**src/hw/rtl/audio_packet_deframer_gap_counter_core_defines.svh**
```systemverilog
// Assertion macros shared by the audio deframer RTL.
`ifndef AUDIO_PACKET_DEFRAMER_GAP_COUNTER_CORE_DEFINES_SVH
`define AUDIO_PACKET_DEFRAMER_GAP_COUNTER_CORE_DEFINES_SVH

`ifndef SYNTHESIS
// Check a property on every rising clock edge outside reset.
`define APDGC_ASSERT(lbl, clk, rstn, prop) \
  lbl: assert property (@(posedge clk) disable iff (!rstn) (prop)) \
    else $error("assertion failed");
// Check that a trigger implies a consequence in the following cycle.
`define APDGC_ASSERT_NEXT(lbl, clk, rstn, ante, cons) \
  lbl: assert property (@(posedge clk) disable iff (!rstn) (ante) |=> (cons)) \
    else $error("assertion failed");
`else
`define APDGC_ASSERT(lbl, clk, rstn, prop)
`define APDGC_ASSERT_NEXT(lbl, clk, rstn, ante, cons)
`endif

`endif

```
**src/hw/rtl/apdgc_pkg.sv**
```systemverilog
// Package with constants and types of the audio deframer.
`timescale 1ns / 1ps
`default_nettype none
package apdgc_pkg;

  localparam int unsigned MAX_DATAGRAM_BYTES = 2048;
  localparam int unsigned MAX_PAIRS          = 512;
  localparam int unsigned HDR_BYTES          = 2;
  localparam int unsigned MIN_ACCEPT_BYTES   = 6;
  localparam int unsigned OUT_TDATA_W        = 96;

  typedef struct packed {
    logic [31:0]        packet_total;
    logic [31:0]        gap_total;
    logic               datagram_done;
    logic               pair_valid;
    logic signed [15:0] right_sample;
    logic signed [15:0] left_sample;
  } result_t;

endpackage
`default_nettype wire

```
**src/hw/rtl/audio_packet_deframer_gap_counter_core.sv**
```systemverilog
// Throughput: one byte per cycle unless the skid entry is full; all parsing
//   and counter updates happen in the accept cycle, and a two-entry output
//   register/skid stage absorbs stalls and holds each registered result item.
// Reset (rst_ni low, asynchronous) clears the byte position, sequence state,
//   gap total, packet total and the output stage valid flags.
`timescale 1ns / 1ps
`default_nettype none
module audio_packet_deframer_gap_counter_core #(
  parameter int unsigned MaxDatagramBytes = apdgc_pkg::MAX_DATAGRAM_BYTES
) (
  input  wire logic        clk_i,
  input  wire logic        rst_ni,
  input  wire logic        s_axis_tvalid_i,
  output logic             s_axis_tready_o,
  input  wire logic [7:0]  s_axis_tdata_i,   // [7:0] data_byte
  input  wire logic        s_axis_tlast_i,   // end_of_datagram
  output logic             m_axis_tvalid_o,
  input  wire logic        m_axis_tready_i,
  // [15:0] left_sample, [31:16] right_sample, [63:32] gap_total,
  // [95:64] packet_total
  output logic [apdgc_pkg::OUT_TDATA_W-1:0] m_axis_tdata_o,
  output logic             m_axis_tuser_o,   // pair_valid
  output logic             m_axis_tlast_o    // datagram_done
);
  import apdgc_pkg::*;

  logic    accept;
  logic    res_valid;
  result_t res;
  result_t out_res;

  assign accept = s_axis_tvalid_i & s_axis_tready_o;

  apdgc_frame #(
    .MaxDatagramBytes(MaxDatagramBytes)
  ) u_frame (
    .clk_i             (clk_i),
    .rst_ni            (rst_ni),
    .accept_i          (accept),
    .data_byte_i       (s_axis_tdata_i),
    .end_of_datagram_i (s_axis_tlast_i),
    .res_valid_o       (res_valid),
    .res_o             (res)
  );

  apdgc_out_buf u_out_buf (
    .clk_i       (clk_i),
    .rst_ni      (rst_ni),
    .push_i      (res_valid),
    .push_data_i (res),
    .ready_o     (s_axis_tready_o),
    .out_valid_o (m_axis_tvalid_o),
    .out_data_o  (out_res),
    .out_ready_i (m_axis_tready_i)
  );

  assign m_axis_tdata_o = {out_res.packet_total, out_res.gap_total,
                           out_res.right_sample, out_res.left_sample};
  assign m_axis_tuser_o = out_res.pair_valid;
  assign m_axis_tlast_o = out_res.datagram_done;

endmodule
`default_nettype wire

```
**src/hw/rtl/apdgc_frame.sv**
```systemverilog
// Byte parser, sample pair assembly and sequence gap / packet counters.
`timescale 1ns / 1ps
`default_nettype none
`include "audio_packet_deframer_gap_counter_core_defines.svh"
module apdgc_frame #(
  parameter int unsigned MaxDatagramBytes = apdgc_pkg::MAX_DATAGRAM_BYTES
) (
  input  wire logic            clk_i,
  input  wire logic            rst_ni,
  input  wire logic            accept_i,
  input  wire logic [7:0]      data_byte_i,
  input  wire logic            end_of_datagram_i,
  output logic                 res_valid_o,
  output apdgc_pkg::result_t   res_o
);
  import apdgc_pkg::*;

  localparam int unsigned PosW = $clog2(MaxDatagramBytes + 1);
  localparam logic [PosW-1:0] PosMax = PosW'(MaxDatagramBytes);

  logic [PosW-1:0] pos_q, pos_d;
  logic [15:0]     seq_q, seq_d;
  logic [15:0]     prev_q, prev_d;
  logic [23:0]     part_q, part_d;
  logic [31:0]     gap_q, gap_d;
  logic [31:0]     pkt_q, pkt_d;

  logic [PosW-1:0] q_off;
  logic [15:0]     seq_upd;
  logic [15:0]     gap_calc;
  logic [32:0]     gap_sum;
  logic            pair;

  always_comb begin
    pos_d    = pos_q;
    seq_upd  = seq_q;
    prev_d   = prev_q;
    part_d   = part_q;
    gap_d    = gap_q;
    pkt_d    = pkt_q;
    pair     = 1'b0;
    q_off    = pos_q - PosW'(HDR_BYTES);

    // Drop bytes past the maximum datagram length.
    if (pos_q < PosMax) begin
      pos_d = pos_q + PosW'(1);
      if (pos_q == '0) begin
        seq_upd = {8'h00, data_byte_i};
      end else if (pos_q == PosW'(1)) begin
        seq_upd = {data_byte_i, seq_q[7:0]};
      end else begin
        case (q_off[1:0])
          2'd0: part_d = {16'h0000, data_byte_i};
          2'd1: part_d[15:8] = data_byte_i;
          2'd2: part_d[23:16] = data_byte_i;
          default: begin
            if (32'(q_off >> 2) < MAX_PAIRS) begin
              pair = 1'b1;
            end
          end
        endcase
      end
    end

    seq_d    = seq_upd;
    gap_calc = seq_upd - prev_q - 16'd1;
    gap_sum  = {1'b0, gap_q} + {17'b0, gap_calc};

    if (end_of_datagram_i) begin
      if (pos_d >= PosW'(MIN_ACCEPT_BYTES)) begin
        // Count only forward gaps, and only once a nonzero sequence was seen.
        if (prev_q != 16'h0000 && !gap_calc[15]) begin
          gap_d = gap_sum[32] ? 32'hFFFF_FFFF : gap_sum[31:0];
        end
        prev_d = seq_upd;
        if (pkt_q != 32'hFFFF_FFFF) begin
          pkt_d = pkt_q + 32'd1;
        end
      end
      pos_d  = '0;
      seq_d  = '0;
      part_d = '0;
    end
  end

  always_ff @(posedge clk_i or negedge rst_ni) begin
    if (!rst_ni) begin
      pos_q  <= '0;
      seq_q  <= '0;
      prev_q <= '0;
      part_q <= '0;
      gap_q  <= '0;
      pkt_q  <= '0;
    end else if (accept_i) begin
      pos_q  <= pos_d;
      seq_q  <= seq_d;
      prev_q <= prev_d;
      part_q <= part_d;
      gap_q  <= gap_d;
      pkt_q  <= pkt_d;
    end
  end

  always_comb begin
    res_valid_o          = accept_i & (pair | end_of_datagram_i);
    res_o.left_sample    = pair ? part_q[15:0] : 16'h0000;
    res_o.right_sample   = pair ? {data_byte_i, part_q[23:16]} : 16'h0000;
    res_o.pair_valid     = pair;
    res_o.datagram_done  = end_of_datagram_i;
    res_o.gap_total      = gap_d;
    res_o.packet_total   = pkt_d;
  end

  `APDGC_ASSERT(a_pos_bound, clk_i, rst_ni, pos_q <= PosMax)
  `APDGC_ASSERT_NEXT(a_last_clears, clk_i, rst_ni, accept_i && end_of_datagram_i,
                     pos_q == '0 && seq_q == 16'h0000 && part_q == 24'h000000)
  `APDGC_ASSERT_NEXT(a_pkt_monotone, clk_i, rst_ni, 1'b1, pkt_q >= $past(pkt_q))

endmodule
`default_nettype wire

```
**src/hw/rtl/apdgc_out_buf.sv**
```systemverilog
// Output register with skid stage for result items.
`timescale 1ns / 1ps
`default_nettype none
`include "audio_packet_deframer_gap_counter_core_defines.svh"
module apdgc_out_buf (
  input  wire logic                clk_i,
  input  wire logic                rst_ni,
  input  wire logic                push_i,
  input  wire apdgc_pkg::result_t  push_data_i,
  output logic                     ready_o,
  output logic                     out_valid_o,
  output apdgc_pkg::result_t       out_data_o,
  input  wire logic                out_ready_i
);
  import apdgc_pkg::*;

  logic    out_valid_q, out_valid_d;
  logic    skid_valid_q, skid_valid_d;
  result_t out_q, out_d;
  result_t skid_q, skid_d;
  logic    pop;

  assign pop     = out_valid_q & out_ready_i;
  assign ready_o = ~skid_valid_q;

  always_comb begin
    out_valid_d  = out_valid_q;
    skid_valid_d = skid_valid_q;
    out_d        = out_q;
    skid_d       = skid_q;
    if (skid_valid_q) begin
      // Advance the skid item once the output slot frees.
      if (pop) begin
        out_d        = skid_q;
        skid_valid_d = 1'b0;
      end
    end else if (push_i) begin
      if (!out_valid_q || pop) begin
        out_d       = push_data_i;
        out_valid_d = 1'b1;
      end else begin
        skid_d       = push_data_i;
        skid_valid_d = 1'b1;
      end
    end else if (pop) begin
      out_valid_d = 1'b0;
    end
  end

  always_ff @(posedge clk_i or negedge rst_ni) begin
    if (!rst_ni) begin
      out_valid_q  <= 1'b0;
      skid_valid_q <= 1'b0;
    end else begin
      out_valid_q  <= out_valid_d;
      skid_valid_q <= skid_valid_d;
    end
  end

  always_ff @(posedge clk_i) begin
    out_q  <= out_d;
    skid_q <= skid_d;
  end

  assign out_valid_o = out_valid_q;
  assign out_data_o  = out_q;

  `APDGC_ASSERT(a_skid_needs_out, clk_i, rst_ni, !skid_valid_q || out_valid_q)
  `APDGC_ASSERT(a_no_push_full, clk_i, rst_ni, !(push_i && skid_valid_q))
  `APDGC_ASSERT_NEXT(a_hold_unpopped, clk_i, rst_ni, out_valid_q && !out_ready_i,
                     out_valid_q && out_q == $past(out_q))

endmodule
`default_nettype wire
```
**config.mk**
```make
export PLATFORM = sky130hd
export DESIGN_NAME = audio_packet_deframer_gap_counter_core
export DESIGN_NICKNAME = d
export VERILOG_FILES = /design/src/hw/rtl/apdgc_pkg.sv /design/src/hw/rtl/audio_packet_deframer_gap_counter_core.sv /design/src/hw/rtl/apdgc_frame.sv /design/src/hw/rtl/apdgc_out_buf.sv
export VERILOG_INCLUDE_DIRS = /design/src /design/src/hw/rtl
export SDC_FILE = /design/constraint.sdc
export NUM_CORES = 1
export LEC_CHECK = 0
export ABC_AREA = 1
export BUFFER_PORTS_ARGS = -buffer_cell sky130_fd_sc_hd__clkbuf_2
export CAP_MARGIN = 20
export CORE_ASPECT_RATIO = 0.9
export CORE_UTILIZATION = 47
export DETAILED_ROUTE_END_ITERATION = 6
export PLACE_DENSITY = 0.65
export SLEW_MARGIN = 5
export SYNTH_ARGS = -nofsm -noshare
export SYNTH_HDL_FRONTEND = slang
export SYNTH_SLANG_ARGS = --single-unit
```
**constraint.sdc**
```tcl
create_clock -name clk_i -period 19.7 [get_ports clk_i]
set_clock_uncertainty 0.1 [all_clocks]
set_input_delay 3.94 -clock clk_i [delete_from_list [all_inputs] [get_ports clk_i]]
set_output_delay 3.94 -clock clk_i [all_outputs]
set_load 0.01 [all_outputs]
```
==> results.py, run 1 <==
metrics = {
    "outcome": {
        "status": "complete, no violations",
    },
    "sta": {
        "setup_viol": 0,
        "finalSetupTns_ps": 0,
        "slew_headroom_pct": 27.4,
        "post-route-period-util_pct": 43.3,
        "fmax_ghz": 0.117,
        "slew_violations": 0,
        "min_period_ps": 8530,
        "tightest_slew_ps": 1090,
        "fin_hold_ws_ps": 385,
        "rsz0062_at_grt": "false",
        "finalHoldViolations": 0,
    },
    "floorplan": {
        "io_pins": 113,
        "dieArea_sq_um": 39300,
        "die_height_microns": 188,
        "die_w_microns": 209,
        "core_sq_um": 37600,
        "initial_utilization_pct": 48.1,
        "rows": 67,
    },
    "cts": {
        "clkSlewWorstSetupHoldPaths_ps": 60,
        "cts-root-buf": "clkbuf_16",
        "ctsResizeCount": 0,
        "clockBufferDepth": 3,
        "post_cts_buffers": 0,
        "cts_hold_repair.buffers": 0,
        "htree_levels": 2,
        "cts_tree": "done",
        "cts-buffers-inserted": 37,
        "insertion_delay_ps": 560,
        "cts.sinks": 330,
    },
    "cells_and_area": {
        "utilization_pct": 53.6,
        "drive_gt1_share_pct": 11.8,
        "antennaDiodeCount": 0,
        "nets": 2348,
        "fillers": 3531,
        "multi_input_comb_area_sq_um": 7670,
        "area_growth_pct": 11.4,
        "seq_area_sq_um": 9240,
    },
    "job": {
        "maxCapViolations": 0,
    },
    "power_and_ir_drop": {
        "vdd_drop_max_mv": 0.0507,
        "leakagePower_nw": 9.53,
        "powerDensity_nw_per_um2": 71.1,
        "power.total_mw": 1.44,
    },
    "logic_synthesis": {
        "yosysSeqAreaShare_pct": 51.0,
        "async_flop_share_pct": 40.6,
        "yosys_warnings": 0,
        "synth_area_per_cell_sq_um": 8.17,
        "synth_area_sq_um": 18100,
        "syn_inst": 2217,
        "syn-num-nets": 2270,
        "synth_top_area_cell": "edfxtp_1",
        "synth.most_common_cell": "nand2_1",
        "ys_types": 49,
        "synth_seq_cells": 330,
        "synth_edf_count": 196,
        "synthTopCellsByCount": "nand2_1, edfxtp_1, inv_1, nand3_1, nor2_1",
        "synth_flop_cell": "edfxtp_1",
        "ys_top_cells_by_area": "edfxtp_1, dfrtp_1, nand2_1, nand3_1, inv_1",
        "synth_top_cell_area_share_pct": 32.5,
    },
    "routing": {
        "drtAntennaViolNets": 0,
        "routed_wl_mm": 46.6,
        "drc": 0,
        "wire_per_inst_microns": 16.6,
        "drtIter0Drc": 1047,
        "viasPerCell": 5.22,
        "drtPass1Iterations": 5,
        "num_vias": 14600,
    },
    "worst_setup_path": {
        "crit_path_max_fanout": 35,
        "cp_common_cell": "nand2_1",
        "cpMaxStageDelayCell": "nand2_2",
        "cp_cell_sequence": "clkbuf_2, inv_1, a211oi_1, ha_1, nand2_1, inv_1, nand2_1, nand2_1, nand2_1, nand3_1, a21oi_1, nand3_1, nand2_4, ha_1, a21o_1, a31oi_1, nand2_1, nand2_2, clkinv_1, nor2_1, nand2_1, and2_1",
        "end_kind": "flip-flop",
        "path_buf_inv": 4,
        "critPathTopFamily": "simple AND/OR/NAND/NOR gates",
        "criticalPathCategory": "in -> reg",
        "critical_path_arrival_ps": 8730,
        "slowest_delay_ps": 540,
        "required_ps": 19900,
        "start_kind": "input port",
    },
    "place": {
        "hpwl_mm": 31.3,
        "gp_congestion": 0.954,
        "portBuffers": 112,
    },
    "global_route": {
        "grt_util_all_layers_pct": 24.0,
        "grt_pass1_vias": 14100,
        "grt_pass1_wl_mm": 75.5,
        "grt-ovfl-total": 0,
        "grt_max_degree": 84,
        "antenna_found_initial": 0,
    },
    "hold_path": {
        "hold_class": "reg -> reg",
    },
}
stage by stage:
stage,std cells,setup slack [ps],area [sq um]
2_1_floorplan,2217,9850,18100
3_3_place_gp,2738,10940,19000
3_5_place_dp,2738,10760,19000
4_1_cts,2806,11340,20200
5_1_grt,2807,10790,20200
6_report,2807,11170,20200
sequential cells by signal, indices dropped and copies added (netlist names):
signal and flops:
u_frame.gap_q 32, u_frame.part_q 24, u_frame.pkt_q 32, u_frame.pos_q 12
u_frame.prev_q 16, u_frame.seq_q 16, u_out_buf.out_data_o 98, u_out_buf.out_valid_o 1
u_out_buf.skid_q 98, u_out_buf.skid_valid_q 1
worst min-delay path, cell delays in order (launching register included):
cell     delay [ps]
dfrtp_1         340
nand2_1          50
o21ai_0          50
kinds of logic (layout without fill, tap and decap cells):
kind of cell             after synthesis  in the layout  share of synthesized area (%)
AND/OR/NAND/NOR                     1275           1275                           29.8
AO/OA/AOI/OAI                        227            227                           7.12
buffers and inverters                294            401                           6.79
adder cells (fa/ha/maj)               40             40                           2.84
flip-flops                           330            330                           51.0
XOR/XNOR                              51             51                           2.46
cell usage in the layout, fill, tap and decap left out, types with 4 or more instances in the layout:
cell / Yosys / final
nand2_1: 848 / 847
nand4_1: 16 / 16
dfrtp_1: 134 / 133
nand2_2: 24 / 25
o21ai_1: 35 / 35
nor2_2: 8 / 8
nand3_2: 9 / 9
o22ai_1: 12 / 12
clkbuf_2: 4 / 111
nor4_1: 8 / 8
buf_4: 6 / 12
xor2_1: 43 / 43
a21boi_0: 4 / 4
nor3_1: 25 / 25
clkinv_1: 2 / 4
a21oi_1: 36 / 35
inv_1: 195 / 193
and2_1: 11 / 11
o21ai_2: 12 / 12
a211oi_1: 4 / 4
clkinv_2: 1 / 12
ha_1: 38 / 38
nor2_1: 145 / 144
edfxtp_1: 196 / 196
nand3_1: 162 / 162
o21bai_1: 14 / 14
a21o_1: 6 / 6
xnor2_1: 8 / 8
clkbuf_8: 0 / 7
inv_2: 10 / 11
o21ai_0: 97 / 97
clkbuf_16: 0 / 37
where the power goes:
group / total, mW / internal [mW] / leakage [nW] / switching, mW
clock: 0.681 / 0.388 / 0.593 / 0.293
combinational: 0.0271 / 0.00567 / 5.34 / 0.0214
sequential: 0.728 / 0.728 / 3.59 / 0
total: 1.44 / 1.12 / 9.53 / 0.314
final cells by class:
type	instances	share of cell area [%]
sequential	330	45.8
multi-input combinational	1593	38.0
clock buffer	47	5.12
inverter	208	3.88
timing repair buffer	125	3.39
tap	483	2.99
clock inverter	21	0.837
layer usage:
layer	part of all wire, %	vias to the layer above	wire length, microns	global-route usage, %
li1	-	7351	-	-
met1	48	6876	22300	33.4
met2	45	335	20800	38.1
met3	4.6	80	2160	4.02
met4	2.7	0	1230	8.29
met5	0	-	0	0
path summary, 6_finish.rpt:
path | endpoint | slack (ps) | startpoint | cells after the start
hold / removal | u_frame.part_q[12] | 380 | u_frame.part_q[12] | 2
hold reg to reg | u_frame.part_q[12] | 380 | u_frame.part_q[12] | 2
setup reg to reg | u_out_buf.skid_q[45] | 13240 | u_frame.pos_q[1] | 23
min in group asynchronous | u_frame.seq_q[9] | 3290 | rst_ni | 1
setup / recovery | u_out_buf.skid_q[45] | 11170 | s_axis_tdata_i[2] | 22
max in group asynchronous | u_frame.pkt_q[15] | 15040 | rst_ni | 3
Power figures use the tool's default switching activity.
==> run 2: changes to the inputs <==
PLACE_DENSITY = 0.68   (was 0.65)
clock period = 7.3 ns   (was 19.7 ns; I/O delays follow)
==> run 2 against run 1 <==
  * Worst hold slack improved by 2.6 ps
  * Sequential power rose to 2.7 times the previous value
  * Critical endpoint is now u_out_buf.skid_q[37]
  * Cell count barely moved
  * Utilization rose by 0.13 points
  * Largest cell class unchanged
==> results.py, run 2 (same netlist as run 1, synthesis figures left out) <==
metrics = {
    "outcome": {
        "status": "complete, no violations",
    },
    "global_route": {
        "grt_pass1_wl_mm": 75.7,
        "grt_max_degree": 100,
        "grt_pass1_vias": 14400,
        "antenna_found_initial": 0,
        "grt-ovfl-total": 0,
        "grt_util_all_layers_pct": 24.1,
    },
    "worst_setup_path": {
        "required_ps": 7500,
        "crit_start": "u_frame.pos_q[1]",
        "critPathTopFamily": "compound AO/OA/AOI/OAI gates",
        "path_buf_inv": 5,
        "critical_path_arrival_ps": 6500,
        "r2r_start": "u_frame.pos_q[1]",
        "start_kind": "flip-flop",
        "r2r.worst_path.cells": 25,
        "criticalPathCategory": "reg -> reg",
        "crit_path_max_fanout": 24,
        "end_kind": "flip-flop",
        "cpMaxStageDelayCell": "dfrtp_1",
        "slowest_delay_ps": 460,
        "path_depth": 25,
    },
    "routing": {
        "drtPass1Iterations": 5,
        "drtIter0Drc": 1159,
        "drc": 0,
        "wire_per_inst_microns": 16.5,
        "drtAntennaViolNets": 0,
        "num_vias": 14800,
        "routed_wl_mm": 46.3,
        "viasPerCell": 5.26,
    },
    "cts": {
        "cts-root-buf": "clkbuf_16",
        "insertion_delay_ps": 570,
        "clockBufferDepth": 3,
        "cts-buffers-inserted": 37,
        "ctsResizeCount": 0,
        "cts_tree": "done",
        "htree_levels": 2,
        "cts.sinks": 330,
        "clkSlewWorstSetupHoldPaths_ps": 60,
        "cts_hold_repair.buffers": 0,
        "post_cts_buffers": 0,
    },
    "floorplan": {
        "core_sq_um": 37600,
        "initial_utilization_pct": 48.1,
        "rows": 67,
        "dieArea_sq_um": 39300,
        "die_height_microns": 188,
        "die_w_microns": 209,
        "io_pins": 113,
    },
    "place": {
        "portBuffers": 112,
        "hpwl_mm": 31.5,
        "gp_congestion": 0.965,
        "dp_cells": 2740,
    },
    "cells_and_area": {
        "utilization_pct": 53.8,
        "drive_gt1_share_pct": 11.6,
        "layout_common_cells": "nand2_1, edfxtp_1, inv_1, nand3_1, nor2_1",
        "final_common_cell": "nand2_1",
        "antennaDiodeCount": 0,
        "nets": 2349,
        "finalNonFillerCells": 2808,
        "area_growth_pct": 11.7,
    },
    "hold_path": {
        "hold_depth": 2,
        "worstHoldStart": "u_frame.seq_q[5]",
        "hold_class": "reg -> reg",
    },
    "sta": {
        "fin_hold_ws_ps": 387,
        "finalSetupTns_ps": 0,
        "finalHoldViolations": 0,
        "tightest_slew_ps": 1070,
        "setup_viol": 0,
        "fmax_ghz": 0.159,
        "slew_violations": 0,
        "min_period_ps": 6300,
        "slew_headroom_pct": 28.7,
        "rsz0062_at_grt": "false",
        "post-route-period-util_pct": 86.3,
    },
    "power_and_ir_drop": {
        "leakagePower_nw": 9.54,
        "powerDensity_nw_per_um2": 196,
        "vdd_drop_max_mv": 0.165,
    },
    "job": {
        "maxCapViolations": 0,
    },
}
-- run 2: changes by cell type in the layout (fill, tap and decap cells not counted), moves of 2 or more --
cell / delta
bufinv_16: +3
clkbuf_1: +8
clkinv_1: -2
clkbuf_8: -4
clkinv_2: -4
-- run 2: area by class of cell --
| type | instances | area [sq um] |
|---|---|---|
| Sequential cell | 330 | 9240 |
| Clock buffer | 52 | 1030 |
| Multi-Input combinational cell | 1593 | 7670 |
| Fill cell | 3463 | 17400 |
| Clock inverter | 16 | 218 |
| Tap cell | 483 | 604 |
| Timing Repair Buffer | 126 | 684 |
| Inverter | 208 | 783 |
-- run 2: report_power, final --
group / total, mW / internal, mW / switching [mW]
registers: 1.96 / 1.96 / 0
logic: 0.0712 / 0.0138 / 0.0574
clock network: 1.93 / 1.14 / 0.783
-- run 2: routing by layer --
metal | vias up | track usage, % | part of all wire, %
met3 | 86 | 4.18 | 5.1
met4 | 0 | 7.61 | 2.6
met2 | 368 | 38.5 | 45
met1 | 6978 | 33.3 | 47
li1 | 7342 | - | -
met5 | - | 0 | 0
-- run 2: metrics by stage --
stage / cell area, sq um / worst slack, ps / power [mW]
after global placement: 19000 / 1270 / 2.07
after global routing: 20200 / 549 / 4.09
after floorplan: 18100 / 533 / 2.04
after detailed placement: 19000 / 1050 / 2.07
after CTS: 20200 / 1110 / 4.02
final: 20200 / 1000 / 3.96
-- run 2: worst paths after layout --
path                                     endpoint  slack, ps
max in group asynchronous  u_out_buf.skid_valid_q       4770
max                          u_out_buf.skid_q[37]       1000
min in group asynchronous        u_frame.seq_q[1]        820
min reg2reg                      u_frame.seq_q[5]        390
max reg2reg                  u_out_buf.skid_q[37]       1000
min                              u_frame.seq_q[5]        390
-- run 2: worst min-delay path, delay by kind of cell (launching register included) --
family          cells  cell delay [ps]
compound gates      1               60
flops               1              340
simple gates        1               50
